## src/hw/rtl/lbc_pkg.sv

```systemverilog
// shared types and constants for the lru block cache controller
`timescale 1ns / 1ps
`default_nettype none
package lbc_pkg;

	localparam int unsigned CAPACITY_DEF = 8;
	localparam int unsigned TAG_W        = 24;
	localparam int unsigned SLOT_W       = 3;
	// widest slot index over the supported capacity range
	localparam int unsigned IDX_MAX_W    = 6;

	localparam logic OP_LOOKUP = 1'b0;
	localparam logic OP_INSERT = 1'b1;

	localparam logic [1:0] ST_HIT     = 2'd0;
	localparam logic [1:0] ST_MISS    = 2'd1;
	localparam logic [1:0] ST_INSERT  = 2'd2;
	localparam logic [1:0] ST_PRESENT = 2'd3;

	typedef struct packed {
		logic             opcode;
		logic [TAG_W-1:0] block_id;
		logic             dirty_in;
	} req_item_t;

	typedef struct packed {
		logic [1:0]        status;
		logic [SLOT_W-1:0] slot;
		logic              writeback;
		logic              evicted_valid;
		logic [TAG_W-1:0]  evicted_block;
	} rsp_item_t;

	typedef struct packed {
		logic                 touch;
		logic                 insert;
		logic                 evict;
		logic [IDX_MAX_W-1:0] slot;
		logic                 dirty;
	} entry_upd_t;

endpackage
`default_nettype wire

```

## src/hw/rtl/lbc_tag_ram.sv

```systemverilog
// block number store, one write port and one registered read port
`timescale 1ns / 1ps
`default_nettype none
module lbc_tag_ram import lbc_pkg::*; #(
	parameter int unsigned CAPACITY = CAPACITY_DEF,
	localparam int unsigned IDX_W = (CAPACITY > 1) ? $clog2(CAPACITY) : 1
) (
	input  wire logic             clk,
	input  wire logic             wr_en,
	input  wire logic [IDX_W-1:0] wr_addr,
	input  wire logic [TAG_W-1:0] wr_data,
	input  wire logic             rd_en,
	input  wire logic [IDX_W-1:0] rd_addr,
	output logic      [TAG_W-1:0] rd_data
);

	logic [TAG_W-1:0] mem [CAPACITY];

	always_ff @(posedge clk) begin
		if (wr_en) begin
			mem[wr_addr] <= wr_data;
		end
	end

	always_ff @(posedge clk) begin
		if (rd_en) begin
			rd_data <= mem[rd_addr];
		end
	end

endmodule
`default_nettype wire

```

## src/hw/rtl/lbc_entry_state.sv

```systemverilog
// per-entry valid, dirty and age rank flops with touch and insert updates
`timescale 1ns / 1ps
`default_nettype none
module lbc_entry_state import lbc_pkg::*; #(
	parameter int unsigned CAPACITY = CAPACITY_DEF,
	localparam int unsigned IDX_W = (CAPACITY > 1) ? $clog2(CAPACITY) : 1,
	localparam int unsigned CNT_W = $clog2(CAPACITY + 1)
) (
	input  wire logic                             clk,
	input  wire logic                             arst_n,
	input  wire entry_upd_t                       upd,
	output logic      [CAPACITY-1:0]              valid_q,
	output logic      [CAPACITY-1:0]              dirty_q,
	output logic      [CAPACITY-1:0][IDX_W-1:0]   rank_q,
	output logic      [CNT_W-1:0]                 count_q
);

	logic [IDX_W-1:0] sel;
	logic [IDX_W-1:0] sel_rank;

	assign sel      = upd.slot[IDX_W-1:0];
	assign sel_rank = rank_q[sel];

	always_ff @(posedge clk or negedge arst_n) begin
		if (!arst_n) begin
			valid_q <= '0;
			dirty_q <= '0;
			rank_q  <= '0;
			count_q <= '0;
		end else if (upd.insert) begin
			for (int i = 0; i < CAPACITY; i++) begin
				if (IDX_W'(i) == sel) begin
					valid_q[i] <= 1'b1;
					dirty_q[i] <= upd.dirty;
					rank_q[i]  <= '0;
				end else if (valid_q[i]) begin
					rank_q[i] <= rank_q[i] + IDX_W'(1);
				end
			end
			// an eviction frees the slot it refills, so the count holds
			if (!upd.evict) begin
				count_q <= count_q + CNT_W'(1);
			end
		end else if (upd.touch) begin
			for (int i = 0; i < CAPACITY; i++) begin
				if (IDX_W'(i) == sel) begin
					rank_q[i] <= '0;
				end else if (valid_q[i] && rank_q[i] < sel_rank) begin
					rank_q[i] <= rank_q[i] + IDX_W'(1);
				end
			end
		end
	end

	a_count_range: assert property (@(posedge clk) disable iff (!arst_n)
		count_q <= CNT_W'(CAPACITY))
		else $error("entry count above capacity");

	a_count_matches_valid: assert property (@(posedge clk) disable iff (!arst_n)
		$countones(valid_q) == int'(count_q))
		else $error("entry count disagrees with valid bits");

	a_insert_most_recent: assert property (@(posedge clk) disable iff (!arst_n)
		upd.insert |=> valid_q[$past(sel)] && rank_q[$past(sel)] == '0)
		else $error("inserted entry not valid and most recent");

endmodule
`default_nettype wire

```

## src/hw/rtl/lru_block_cache_controller_core.sv

```systemverilog
// top level: request sequencer, tag scan and result register
//
// Fully associative block cache directory with least-recently-used
// replacement. Each request walks all CAPACITY slots through a single
// tag read port, one slot per cycle, with one shared comparator that
// checks the tag match and the replacement candidate of each slot. A
// request is accepted in S_IDLE, scans every slot in S_SCAN, passes
// S_DRAIN and waits in S_DONE, where the result waits for rsp_ready
// while the previous result is held, before the next request is taken.
// Most of this sequence is the scan over the tag store's one read port. The
// slot output carries the low three bits of the slot index.
`timescale 1ns / 1ps
`default_nettype none
module lru_block_cache_controller_core import lbc_pkg::*; #(
	parameter int unsigned CAPACITY = CAPACITY_DEF,
	localparam int unsigned IDX_W = (CAPACITY > 1) ? $clog2(CAPACITY) : 1,
	localparam int unsigned CNT_W = $clog2(CAPACITY + 1)
) (
	input  wire logic      clk,
	input  wire logic      arst_n,
	input  wire logic      req_valid,
	output logic           req_ready,
	input  wire req_item_t req,
	output logic           rsp_valid,
	input  wire logic      rsp_ready,
	output rsp_item_t      rsp
);

	localparam logic [1:0] S_IDLE  = 2'd0;
	localparam logic [1:0] S_SCAN  = 2'd1;
	localparam logic [1:0] S_DRAIN = 2'd2;
	localparam logic [1:0] S_DONE  = 2'd3;

	logic [1:0] state_q;
	req_item_t  req_q;
	logic [IDX_W-1:0] idx_q;
	logic             cmp_vld_s1;
	logic [IDX_W-1:0] cmp_idx_s1;
	logic             hit_q;
	logic [IDX_W-1:0] hit_slot_q;
	logic             vic_found_q;
	logic [IDX_W-1:0] vic_slot_q;
	logic [TAG_W-1:0] vic_tag_q;
	logic             vic_dirty_q;
	logic             full_q;
	logic             rsp_valid_q;
	rsp_item_t        rsp_q;

	logic [CAPACITY-1:0]            valid_q;
	logic [CAPACITY-1:0]            dirty_q;
	logic [CAPACITY-1:0][IDX_W-1:0] rank_q;
	logic [CNT_W-1:0]               count_q;
	logic [TAG_W-1:0]               rd_data;

	logic       rd_en;
	logic       out_free;
	logic       finish;
	logic       do_insert;
	logic       is_match;
	logic       is_cand;
	entry_upd_t upd;
	rsp_item_t  rsp_next;

	assign req_ready = (state_q == S_IDLE);
	assign rsp_valid = rsp_valid_q;
	assign rsp       = rsp_q;
	assign rd_en     = (state_q == S_SCAN);
	assign out_free  = !rsp_valid_q || rsp_ready;
	assign finish    = (state_q == S_DONE) && out_free;
	assign do_insert = (req_q.opcode == OP_INSERT) && !hit_q;

	// shared compare unit: tag match and replacement candidate of one slot
	always_comb begin
		is_match = valid_q[cmp_idx_s1] && (rd_data == req_q.block_id);
		if (full_q) begin
			is_cand = valid_q[cmp_idx_s1] &&
				(CNT_W'(rank_q[cmp_idx_s1]) == count_q - CNT_W'(1));
		end else begin
			is_cand = !valid_q[cmp_idx_s1];
		end
	end

	always_comb begin
		upd        = '0;
		upd.slot   = IDX_MAX_W'(do_insert ? vic_slot_q : hit_slot_q);
		upd.dirty  = req_q.dirty_in;
		upd.evict  = full_q;
		upd.insert = finish && do_insert;
		upd.touch  = finish && (req_q.opcode == OP_LOOKUP) && hit_q;

		rsp_next = '0;
		case ({req_q.opcode, hit_q})
			{OP_LOOKUP, 1'b1}: begin
				rsp_next.status = ST_HIT;
				rsp_next.slot   = SLOT_W'(hit_slot_q);
			end
			{OP_LOOKUP, 1'b0}: begin
				rsp_next.status = ST_MISS;
			end
			{OP_INSERT, 1'b1}: begin
				rsp_next.status = ST_PRESENT;
				rsp_next.slot   = SLOT_W'(hit_slot_q);
			end
			default: begin
				rsp_next.status        = ST_INSERT;
				rsp_next.slot          = SLOT_W'(vic_slot_q);
				rsp_next.evicted_valid = full_q;
				rsp_next.writeback     = full_q && vic_dirty_q;
				rsp_next.evicted_block = full_q ? vic_tag_q : '0;
			end
		endcase
	end

	always_ff @(posedge clk or negedge arst_n) begin
		if (!arst_n) begin
			state_q     <= S_IDLE;
			idx_q       <= '0;
			cmp_vld_s1  <= 1'b0;
			cmp_idx_s1  <= '0;
			hit_q       <= 1'b0;
			hit_slot_q  <= '0;
			vic_found_q <= 1'b0;
			vic_slot_q  <= '0;
			full_q      <= 1'b0;
			rsp_valid_q <= 1'b0;
		end else begin
			cmp_vld_s1  <= (state_q == S_SCAN);
			rsp_valid_q <= finish || (rsp_valid_q && !rsp_ready);
			if (cmp_vld_s1) begin
				if (is_match && !hit_q) begin
					hit_q      <= 1'b1;
					hit_slot_q <= cmp_idx_s1;
				end
				if (is_cand && !vic_found_q) begin
					vic_found_q <= 1'b1;
					vic_slot_q  <= cmp_idx_s1;
				end
			end
			case (state_q)
				S_IDLE: begin
					if (req_valid) begin
						idx_q       <= '0;
						hit_q       <= 1'b0;
						hit_slot_q  <= '0;
						vic_found_q <= 1'b0;
						vic_slot_q  <= '0;
						full_q      <= (count_q == CNT_W'(CAPACITY));
						state_q     <= S_SCAN;
					end
				end
				S_SCAN: begin
					cmp_idx_s1 <= idx_q;
					if (idx_q == IDX_W'(CAPACITY - 1)) begin
						state_q <= S_DRAIN;
					end else begin
						idx_q <= idx_q + IDX_W'(1);
					end
				end
				S_DRAIN: begin
					state_q <= S_DONE;
				end
				S_DONE: begin
					if (out_free) begin
						state_q <= S_IDLE;
					end
				end
				default: begin
					state_q <= S_IDLE;
				end
			endcase
		end
	end

	// payload registers
	always_ff @(posedge clk) begin
		if (req_valid && req_ready) begin
			req_q <= req;
		end
		if (cmp_vld_s1 && is_cand && !vic_found_q) begin
			vic_tag_q   <= rd_data;
			vic_dirty_q <= dirty_q[cmp_idx_s1];
		end
		if (finish) begin
			rsp_q <= rsp_next;
		end
	end

	lbc_tag_ram #(
		.CAPACITY (CAPACITY)
	) u_tag_ram (
		.clk     (clk),
		.wr_en   (upd.insert),
		.wr_addr (vic_slot_q),
		.wr_data (req_q.block_id),
		.rd_en   (rd_en),
		.rd_addr (idx_q),
		.rd_data (rd_data)
	);

	lbc_entry_state #(
		.CAPACITY (CAPACITY)
	) u_entry_state (
		.clk     (clk),
		.arst_n  (arst_n),
		.upd     (upd),
		.valid_q (valid_q),
		.dirty_q (dirty_q),
		.rank_q  (rank_q),
		.count_q (count_q)
	);

	a_ready_only_idle: assert property (@(posedge clk) disable iff (!arst_n)
		req_ready |-> !cmp_vld_s1 && !upd.insert && !upd.touch)
		else $error("request taken while a scan or update is under way");

	a_one_update: assert property (@(posedge clk) disable iff (!arst_n)
		!(upd.insert && upd.touch))
		else $error("touch and insert in the same cycle");

	a_result_follows_done: assert property (@(posedge clk) disable iff (!arst_n)
		finish |=> rsp_valid && state_q == S_IDLE)
		else $error("finished item did not reach the result register");

endmodule
`default_nettype wire
```

## config.mk

```make
export PLATFORM = sky130hd
export DESIGN_NAME = lru_block_cache_controller_core
export DESIGN_NICKNAME = d
export VERILOG_FILES = /design/src/hw/rtl/lbc_pkg.sv /design/src/hw/rtl/lbc_tag_ram.sv /design/src/hw/rtl/lbc_entry_state.sv /design/src/hw/rtl/lru_block_cache_controller_core.sv
export SDC_FILE = /design/constraint.sdc
export NUM_CORES = 1
export LEC_CHECK = 0
export ABC_AREA = 1
export BUFFER_PORTS_ARGS = -buffer_cell sky130_fd_sc_hd__clkbuf_2
export CELL_PAD_IN_SITES_DETAIL_PLACEMENT = 1
export CELL_PAD_IN_SITES_GLOBAL_PLACEMENT = 1
export CORE_MARGIN = 4
export CORE_UTILIZATION = 40
export CTS_BUF_LIST = sky130_fd_sc_hd__clkbuf_4
export CTS_CLUSTER_SIZE = 16
export DETAILED_ROUTE_END_ITERATION = 16
export PLACE_DENSITY_LB_ADDON = 0.1
export SLEW_MARGIN = 40
export SYNTH_ARGS = -nofsm -noshare
export SYNTH_HDL_FRONTEND = slang
export SYNTH_SLANG_ARGS = --single-unit
```

## constraint.sdc

```tcl
create_clock -name clk -period 3.5 [get_ports clk]
set_input_delay 0.175 -clock clk [delete_from_list [all_inputs] [get_ports clk]]
set_output_delay 0.175 -clock clk [all_outputs]
set_load 0.005 [all_outputs]
```

==> out/qor.csv <==
metric,value,unit
outcome,completed,
total number of vias,11100,
pwr/cell area,726,nW/um^2
remaining antenna violation count,0,
Lkg Pwr,7.48,nW
fill cell count,4286,
data arrival time of the critical path,3.74,ns
fraction of the cycle the final worst path needs,88.6,%
count of endpoints failing hold in the final timing report,0,
detailed-route wire length,42.6,mm
placeable core region,38600,sq um
Rel. slew slack,45.7,%
Power Total,13.3,mW
clock tree from TritonCTS,yes,
Crit-path slowest cell,sky130_fd_sc_hd__dfrtp_1,
DR DRC count,0,
setup slack of the worst register-to-register path,0.40,ns
# nets final,1658,
die boundary height,206,um
I/O pin total,63,
overall die area,42300,sq um
Max clock buf depth,3,
setup violators final,0,
Port-buffer cells,62,
root buffer selected by CTS,sky130_fd_sc_hd__clkbuf_4,
total clock buffers created by CTS,98,
"FF+latch count, synth",361,
Initial Util,40.4,%
setup tns final,0,ns
post-detailed-route wirelength per cell,19.5,um
share of post-route cells with drive strength above 1,18.3,%
proportion of synthesized flip-flops having asynchronous set or reset,17.5,%
first-pass GRT wire length,67.0,mm
placement row count,72,
maximum number of pins on one net before global-route repair,70,
prevailing post-synth register cell,sky130_fd_sc_hd__edfxtp_1,
Post-Syn Area,15600,sq um
H-tree depth,3,
final worst-path setup slack,0.400,ns
maximum clock skew at final layout,0.0582,ns
post-synth net total,1477,
initial antenna violation count,1,
chain of cells forming the critical path,inv_1 > ha_2 > nand2_1 > o21ai_2 > nor2_1 > inv_1 > o22ai_1 > o21ai_0 > nand2_1 > ha_1 > nand2_1 > inv_1 > nand2_1 > nand2_1 > nand2_2 > nand2_2 > nand2_2 > nand2_1 > nand2_1,
clock slew seen by the registers of the worst setup and hold paths,0.06,ns
"worst slack, placed",0.229,ns
CP peak stage delay,0.43,ns
Max-Cap Viols,0,
worst vdd rail ir drop,0.000339,V
number of max-slew violations in the final report,0,
worst min path class,primary input to flop,
nature of the critical path endpoint,flop,
number of warnings reported in the yosys synthesis log,0,
drt via density,5.06,
GRT Resource Usage Total,20.7,%
Final GP Congestion,0.905,
Final Util,47.4,%
detailed-routing iteration count for the pre-antenna-repair pass,5,
Clock Latency Late Sink,0.78,ns
slew of the pin with the lowest slew margin,0.806,ns
cell occurring most often along the worst timing path,sky130_fd_sc_hd__nand2_1,
achievable frequency,0.323,GHz
crit-path max FO,10,
Critical Setup Path Class,flop to flop,
Starting DRT DRC Count,821,
synthesized instance count,1419,
startpoint class of the critical path,flop,
number of unique standard cell types used by synthesis,36,
area added between synthesis and finish,17.2,%
required time of the worst setup path,4.14,ns
proportion of synthesized chip area in sequential cells,67.3,%
post-layout min period,3.10,ns
"EDFF count, synth",298,
RSZ-0062 raised after global routing,false,
horizontal die dimension,206,um
post-detailed-placement half-perimeter wirelength,27.1,mm
vias in the first global route,11700,
Syn Area/Cell,11.0,sq um
gr ovfl total,0,
Clock Sinks,361,
==> critical path, delay by kind of cell, from the launching register on <==
family                     cells  cell delay [ns]
and+or+nand+nor               11             0.99
AOI/OAI and AO/OA              3             0.44
adders and majority gates      2             0.76
DFF                            1             0.43
buffers and inverters          3             0.32
==> routing by layer <==
metal  routed length, um  GRT usage (%)  part of all wire [%]  vias to the layer above
li1                    -              -                     -                     5277
met5                   0              0                     0                        -
met4                 853           6.65                   2.0                        0
met2               20100           33.3                    47                      229
met3                1940           4.21                   4.6                       64
met1               19700           28.5                    46                     5517
==> cells by family after synthesis <==
logic type      count (synthesis)  share of synthesized area [%]
xor+xnor                       22                           1.23
flops                         361                           67.3
compound gates                230                           8.27
buf+inv                       200                           5.01
fa+ha+maj                      28                           2.24
simple gates                  578                           15.9
==> cell type report <==
type | instances | area, sq um | area share (%)
sequential | 361 | 10500 | 57.5
multi-input combinational | 858 | 4390 | 24.0
clock buffer | 143 | 1070 | 5.86
timing repair buffer | 128 | 993 | 5.42
tap | 518 | 648 | 3.54
inverter | 153 | 577 | 3.15
clock inverter | 27 | 113 | 0.615
antenna | 1 | 2.50 | 0.0137
==> power by group <==
part	switching, mW	internal, mW	leakage, nW
sequential	0.548	5.53	3.50
clock	1.72	1.86	0.711
combinational	2.42	1.21	3.27
total	4.69	8.60	7.48
==> repair_timing <==
action / in CTS / in global routing
hold endpoints to repair: 103 / 0
endpoints found under the setup margin: 0 / 22
setup buffers: 0 / 0
hold buffers: 31 / 0
gates resized for setup: 0 / 1
==> through the flow <==
| step | std cells | hold WS (ns) | area, sq um |
|---|---|---|---|
| final | 2189 | 0.141 | 18300 |
| after detailed placement | 1987 | 0.241 | 16800 |
| after global placement | 1987 | 0.238 | 16800 |
| after global routing | 2189 | 0.0388 | 18300 |
| after floorplan | 1419 | -0.121 | 15600 |
| after CTS | 2188 | 0.0373 | 18300 |
==> layout by cell type (no fill, tap or decap), types with 9 or more instances in the layout <==
master                          Yosys  layout
sky130_fd_sc_hd__a21oi_1           14      14
sky130_fd_sc_hd__a31oi_1           25      25
sky130_fd_sc_hd__buf_12             0       9
sky130_fd_sc_hd__buf_4              2      27
sky130_fd_sc_hd__clkbuf_2           0      61
sky130_fd_sc_hd__clkbuf_4           0     143
sky130_fd_sc_hd__clkinv_1           0      22
sky130_fd_sc_hd__dfrtp_1           63      62
sky130_fd_sc_hd__dlygate4sd3_1      0      30
sky130_fd_sc_hd__edfxtp_1         298     298
sky130_fd_sc_hd__ha_1              28      26
sky130_fd_sc_hd__inv_1            149     147
sky130_fd_sc_hd__nand2_1          189     189
sky130_fd_sc_hd__nand2_2           24      24
sky130_fd_sc_hd__nand3_1           81      81
sky130_fd_sc_hd__nor2_1           253     245
sky130_fd_sc_hd__o21ai_0          139     139
sky130_fd_sc_hd__o22ai_1           33      33
sky130_fd_sc_hd__xor2_1            17      17
==> state kept, by name (all words and copies together), names as in the netlist <==
signal                 count
hit_q                      1
u_tag_ram.mem            192
rsp                       31
cmp_vld_s1                 1
vic_found_q                1
vic_tag_q                 24
hit_slot_q                 3
cmp_idx_s1                 3
u_entry_state.count_q      4
vic_dirty_q                1
req_q                     26
idx_q                      3
u_entry_state.rank_q      24
u_tag_ram.rd_data         24
u_entry_state.dirty_q      8
full_q                     1
rsp_valid                  1
state_q                    2
vic_slot_q                 3
u_entry_state.valid_q      8
==> path summary, 6_finish.rpt <==
path / startpoint / end / cells after the start
worst min-delay path: req[25] / req_q[25] / 2
max in group asynchronous: arst_n / u_entry_state.dirty_q[2] / 4
worst max register to register: hit_q / u_entry_state.rank_q[8] / 19
worst max-delay path: hit_q / u_entry_state.rank_q[8] / 19
worst min register to register: u_tag_ram.rd_data[1] / vic_tag_q[1] / 0
min in group asynchronous: arst_n / rsp_valid / 4
==> cells in the mapped netlist (14+ instances only) <==
cell	n	share of area, %
sky130_fd_sc_hd__a21oi_1	14	0.45
sky130_fd_sc_hd__a31oi_1	25	1.0
sky130_fd_sc_hd__clkbuf_1	37	0.89
sky130_fd_sc_hd__dfrtp_1	63	10
sky130_fd_sc_hd__edfxtp_1	298	57
sky130_fd_sc_hd__ha_1	28	2.2
sky130_fd_sc_hd__inv_1	149	3.6
sky130_fd_sc_hd__nand2_1	189	4.5
sky130_fd_sc_hd__nand2_2	24	0.96
sky130_fd_sc_hd__nand3_1	81	2.6
sky130_fd_sc_hd__nor2_1	253	6.1
sky130_fd_sc_hd__o21ai_0	139	4.5
sky130_fd_sc_hd__o22ai_1	33	1.3
sky130_fd_sc_hd__xor2_1	17	0.95
Note: power is estimated with default switching activity, not from simulation.
